<file path="config.mk">
export PLATFORM = sky130hd
export DESIGN_NAME = rth_div
export DESIGN_NICKNAME = d
export VERILOG_FILES = /design/src/rtl/core/rth_div.sv
export SDC_FILE = /design/constraint.sdc
export NUM_CORES = 2
export LEC_CHECK = 0
export BUFFER_PORTS_ARGS = -buffer_cell sky130_fd_sc_hd__buf_2
export CORE_MARGIN = 4
export CORE_UTILIZATION = 50
export CTS_CLUSTER_DIAMETER = 50
export DETAILED_ROUTE_END_ITERATION = 12
export PLACE_DENSITY_LB_ADDON = 0.15
export SYNTH_ARGS = -nofsm -noshare
export SYNTH_HDL_FRONTEND = slang
export SYNTH_SLANG_ARGS = --single-unit
</file>
<file path="constraint.sdc">
create_clock -name clk -period 7.55 [get_ports clk]
set_input_delay 0.755 -clock clk [delete_from_list [all_inputs] [get_ports clk]]
set_output_delay 0.755 -clock clk [all_outputs]
set_load 0.1 [all_outputs]
</file>
<file path="src/rtl/core/rth_div.sv">
// Pipelined restoring divider, one quotient bit per stage, for one lane.
// Flags quotients that do not fit in QW bits. No dependencies.
module rth_div #(
	parameter int DDW = 63,
	parameter int DVW = 42,
	parameter int QW  = 22
) (
	input  logic           clk,
	input  logic           en,
	input  logic [DDW-1:0] dividend,
	input  logic [DVW-1:0] divisor,
	output logic [QW-1:0]  quo,
	output logic           ovf
);

	localparam int RW = DVW + QW + 1;

	logic [RW-1:0]  rem_q [QW];
	logic [DVW-1:0] dvs_q [QW];
	logic [QW-1:0]  quo_q [QW+1];
	logic           ovf_q [QW+1];

	always_ff @(posedge clk) begin
		if (en) begin
			rem_q[0] <= RW'(dividend);
			dvs_q[0] <= divisor;
			quo_q[0] <= '0;
			ovf_q[0] <= RW'(dividend) >= (RW'(divisor) << QW);
		end
	end

	for (genvar k = 1; k <= QW; k++) begin : g_step
		logic [RW-1:0] sh;
		logic          ge;
		assign sh = RW'(dvs_q[k-1]) << (QW - k);
		assign ge = rem_q[k-1] >= sh;
		always_ff @(posedge clk) begin
			if (en) begin
				quo_q[k] <= {quo_q[k-1][QW-2:0], ge};
				ovf_q[k] <= ovf_q[k-1];
			end
		end
		if (k < QW) begin : g_rem
			always_ff @(posedge clk) begin
				if (en) begin
					rem_q[k] <= ge ? rem_q[k-1] - sh : rem_q[k-1];
					dvs_q[k] <= dvs_q[k-1];
				end
			end
		end
	end

	assign quo = quo_q[QW];
	assign ovf = ovf_q[QW];

endmodule

</file>
==> reports/qor.csv <==
stage,metric,value,unit
global_route,grt met1 use,0.218,
power,Sw Ratio,0.375,
timing,Period minus WS final,5.55,ns
timing,Worst-Margin Slew,1.42,ns
critical_path,cell repeated most along the worst path,o21ai_0,
timing,"Worst Setup Slack, final",2.00,ns
floorplan,core area,0.294,mm2
final_layout,final-layout fill cell count,24208,
floorplan,starting density of the core,0.503,
logic_synthesis,largest family of logic cells by synthesized area,compound AO/OA/AOI/OAI gates,
placed_design,DP Wirelength,311,mm
timing,Slew Limit Fails,0,
power,Internal,42.3,mW
route,Post-Route WL,400,mm
power,Cell Pwr Density,407,mW/mm2
cts,CTS buffer count,365,
route,vias per cell,5.76,
power,sequential power share,0.339,
logic_synthesis,syn nets,14768,
global_route,vias in the first global route,109930,
global_route,GR Util met2,0.517,
critical_path,Slowest cell on crit path,a2111oi_0,
critical_path,Max stage delay on crit path,0.97,ns
global_route,met3 usage in global routing,0.0297,
logic_synthesis,"area leader, netlist",edfxtp_1,
timing,Tcrit/Tclk final,0.735,
route,drt wl/cell,22.0,um
timing,Setup TNS,0,ns
route,remaining antenna violation count,0,
critical_path,WP buf/inv,0,
timing,Peak Freq,180,MHz
power,peak supply drop,0.000264,V
cts,CTS tree,built,
timing,clock skew,0.0865,ns
critical_path,crit path DAT,6.20,ns
final_layout,FF+latch area,0.0789,mm2
critical_path,WS Path Type,reg -> reg,
timing,RSZ-0062 raised after global routing,no,
logic_synthesis,Synth top area share,0.533,
final_layout,Final Non-Filler Cells,18165,
worst_hold_path,hold_sp,dividend[62],
timing,Slew HR,0.0468,
placed_design,port buffer count,129,
logic_synthesis,Area contributors post-synth,"edfxtp_1 (53%), ha_1 (8.2%), a21oi_1 (4.4%)",
critical_path,Top Family by Delay on Critical Path,compound AO/OA/AOI/OAI gates,
power,Logic pwr share,0.409,
final_layout,nets,15033,
global_route,initial antenna violation count,12,
cts,Root Driver,clkbuf_16,
floorplan,die height,552,um
logic_synthesis,post-synthesis adder-cell area fraction,0.0844,
logic_synthesis,Post-Synth XOR/XNOR Area,0.0615,
cts,Skew-Pair Late Insertion Delay,0.96,ns
logic_synthesis,"Avg Cell Area, Syn",10.8,um2
worst_hold_path,WHS Endpoint,rem_q[0][62],
logic_synthesis,library cells used by synthesis,99,
power,LEAKAGE,66.0,nW
logic_synthesis,post-synthesis mux area share,0.00983,
logic_synthesis,cell count after synthesis,13675,
final_layout,Finished Core Util,0.566,
route,DRT Pass-1 Iters,6,
global_route,total global routing track utilization,0.256,
floorplan,io pins,130,
route,via count,104701,
placed_design,placed cells,17394,
global_route,Overflow after GRT,0,
logic_synthesis,Synth Register Bits,2628,
route,DR iter-0 viols,7156,
critical_path,"critical path fanouts, max",6,
logic_synthesis,ys flop type,edfxtp_1,
logic_synthesis,synthesized cell area,0.148,mm2
floorplan,row cnt,199,
critical_path,FF-to-FF Start,rem_q[4][199],
critical_path,cells along the critical path,ha_1 -> o21ai_0 -> a21oi_1 -> o21ai_1 -> a2111oi_0 -> nor2_1 -> a311oi_1 -> o21ai_0 -> o21ai_0 -> a31oi_1 -> nor3b_1 -> xor2_1,
placed_design,pre-CTS setup slack,2.10,ns
cts,Max clock buf depth,4,
global_route,first-pass GRT wire length,611,mm
critical_path,end of the worst register-to-register path,rem_q[5][51],
cts,"CTS clk-pin slew, worst paths",0.05,ns
floorplan,Die W,552,um
logic_synthesis,sequential-to-total area share from yosys stat,0.533,
logic_synthesis,Compound-Gate Fraction of Synth Area,0.151,
critical_path,crit path capture type,register,
critical_path,CP Launch Type,register,
final_layout,layout cells sized above 1,0.0761,
logic_synthesis,simple-gate share of the synthesized area,0.118,
final_layout,area of the multi-input gates,0.0632,mm2
critical_path,R2R depth,12,
logic_synthesis,fraction of registers with async set/reset,0,
job,max_cap viols,0,
timing,# setup viols final,0,
logic_synthesis,Synth Warn #,0,
final_layout,synth-to-layout area growth,12.5,%
timing,final hold violation count,0,
cts,# clock sinks,2628,
critical_path,R2R setup slack,2.00,ns
worst_hold_path,Hold Path Class,in -> reg,
logic_synthesis,number of synthesized flops with an enable pin,2628,
placed_design,Placer Congestion,1.05,
outcome,status,completed,
cts,H-tree levels,5,
global_route,global route hottest layer,met2,
power,clock power share,0.252,
floorplan,die area,0.305,mm2
global_route,pin count of the biggest net entering global routing,199,
worst_hold_path,hold-critical path depth,1,
critical_path,required time of the critical path,8.20,ns
timing,hold_ws,0.0777,ns
route,# DRC,0,
power,NetSw,25.4,mW
==> flip-flops by register name, indices dropped and copies added (netlist names) <==
| name | count |
|---|---|
| rem_q | 1428 |
| dvs_q | 924 |
| quo_q | 253 |
| ovf_q | 23 |
==> layer usage <==
metal | share of wire | routed length [um]
met5 | 0 | 0
met4 | 0.099 | 39800
met3 | 0.032 | 12700
met2 | 0.56 | 223000
met1 | 0.31 | 125000
==> logic make-up (layout without fill, tap and decap cells) <==
group | count (synthesis) | after routing
AOI/OAI and AO/OA | 3644 | 3644
and+or+nand+nor | 3598 | 3598
buffers and inverters | 1650 | 2219
muxes | 130 | 130
DFF | 2628 | 2628
adders and majority gates | 986 | 986
other | 0 | 2
xor gates and xnor gates | 1039 | 1039
==> area by class of cell <==
type | instances | share of cell area
Timing Repair Buffer | 346 | 0.0166
Clock inverter | 261 | 0.0174
Sequential cell | 2628 | 0.474
Tap cell | 3919 | 0.0294
Clock buffer | 410 | 0.0561
Multi-Input combinational cell | 9397 | 0.379
Inverter | 1202 | 0.0271
Antenna cell | 2 | 0.0000301
==> how the worst max path moves through the flow <==
| stage | slack, ns | to | startpoint | depth (start not counted) |
|---|---|---|---|---|
| 6_report | 2.00 | rem_q[5][51] | rem_q[4][199] | 12 |
| 5_1_grt | 1.79 | rem_q[5][51] | rem_q[4][199] | 12 |
| 4_1_cts | 2.04 | rem_q[3][64] | rem_q[2][208] | 14 |
| 3_5_place_dp | 2.10 | rem_q[3][64] | rem_q[2][208] | 14 |
| 3_3_place_gp | 2.11 | rem_q[3][64] | rem_q[2][208] | 14 |
| 2_1_floorplan | 3.59 | rem_q[1][107] | rem_q[1][17] | 15 |
==> Yosys cell counts, drive strengths merged, types with 144 or more instances <==
master / n
nand2: 1116
xnor2: 574
clkbuf: 359
inv: 1202
o21ai: 886
nor2: 881
xor2: 465
nor4: 166
nor3: 214
edfxtp: 2628
nand2b: 144
ha: 965
a21o: 534
nand3: 207
nand4: 253
o21bai: 144
a21oi: 1291
==> repair_timing <==
item | 4_1_cts | 5_1_grt
gates resized for setup | 0 | 0
endpoints found under the hold margin | 98 | 0
endpoints found under the setup margin | 0 | 0
hold buffers | 98 | 0
setup buffers | 0 | 0
==> power by group through the flow <==
| stage | Sequential (mW) | Clock [mW] | Combinational [mW] |
|---|---|---|---|
| 2_1_floorplan | 22.4 | 0 | 19.9 |
| 3_5_place_dp | 23.2 | 0 | 27.2 |
| 6_report | 23.0 | 17.1 | 27.7 |
| 5_1_grt | 23.3 | 18.1 | 30.3 |
| 4_1_cts | 22.9 | 17.4 | 27.4 |
| 3_3_place_gp | 23.1 | 0 | 26.8 |
==> cells in the final DEF (no fill, tap or decap), drive strengths merged, types with 410 or more instances in the layout <==
cell type / count
xnor2: 574
xor2: 465
nor2: 881
nand2: 1116
clkbuf: 410
ha: 965
o21ai: 886
inv: 1246
a21oi: 1291
edfxtp: 2628
a21o: 534
==> metrics by stage <==
stage	total power, mW	area (um2)
after floorplan	42.3	148000
after global placement	49.9	153000
after detailed placement	50.4	153000
after CTS	67.7	167000
after global routing	71.8	167000
final	67.7	167000
==> worst reg2reg max path, stage by stage, from the launching register on <==
cell and delay, ns:
edfxtp_1 0.40, ha_1 0.41, o21ai_0 0.13, a21oi_1 0.18, o21ai_1 0.15, a2111oi_0 0.97, nor2_1 0.31, a311oi_1 0.64
o21ai_0 0.41, o21ai_0 0.81, a31oi_1 0.45, nor3b_1 0.29, xor2_1 0.14
No activity file was read; power rests on OpenSTA's default activity.
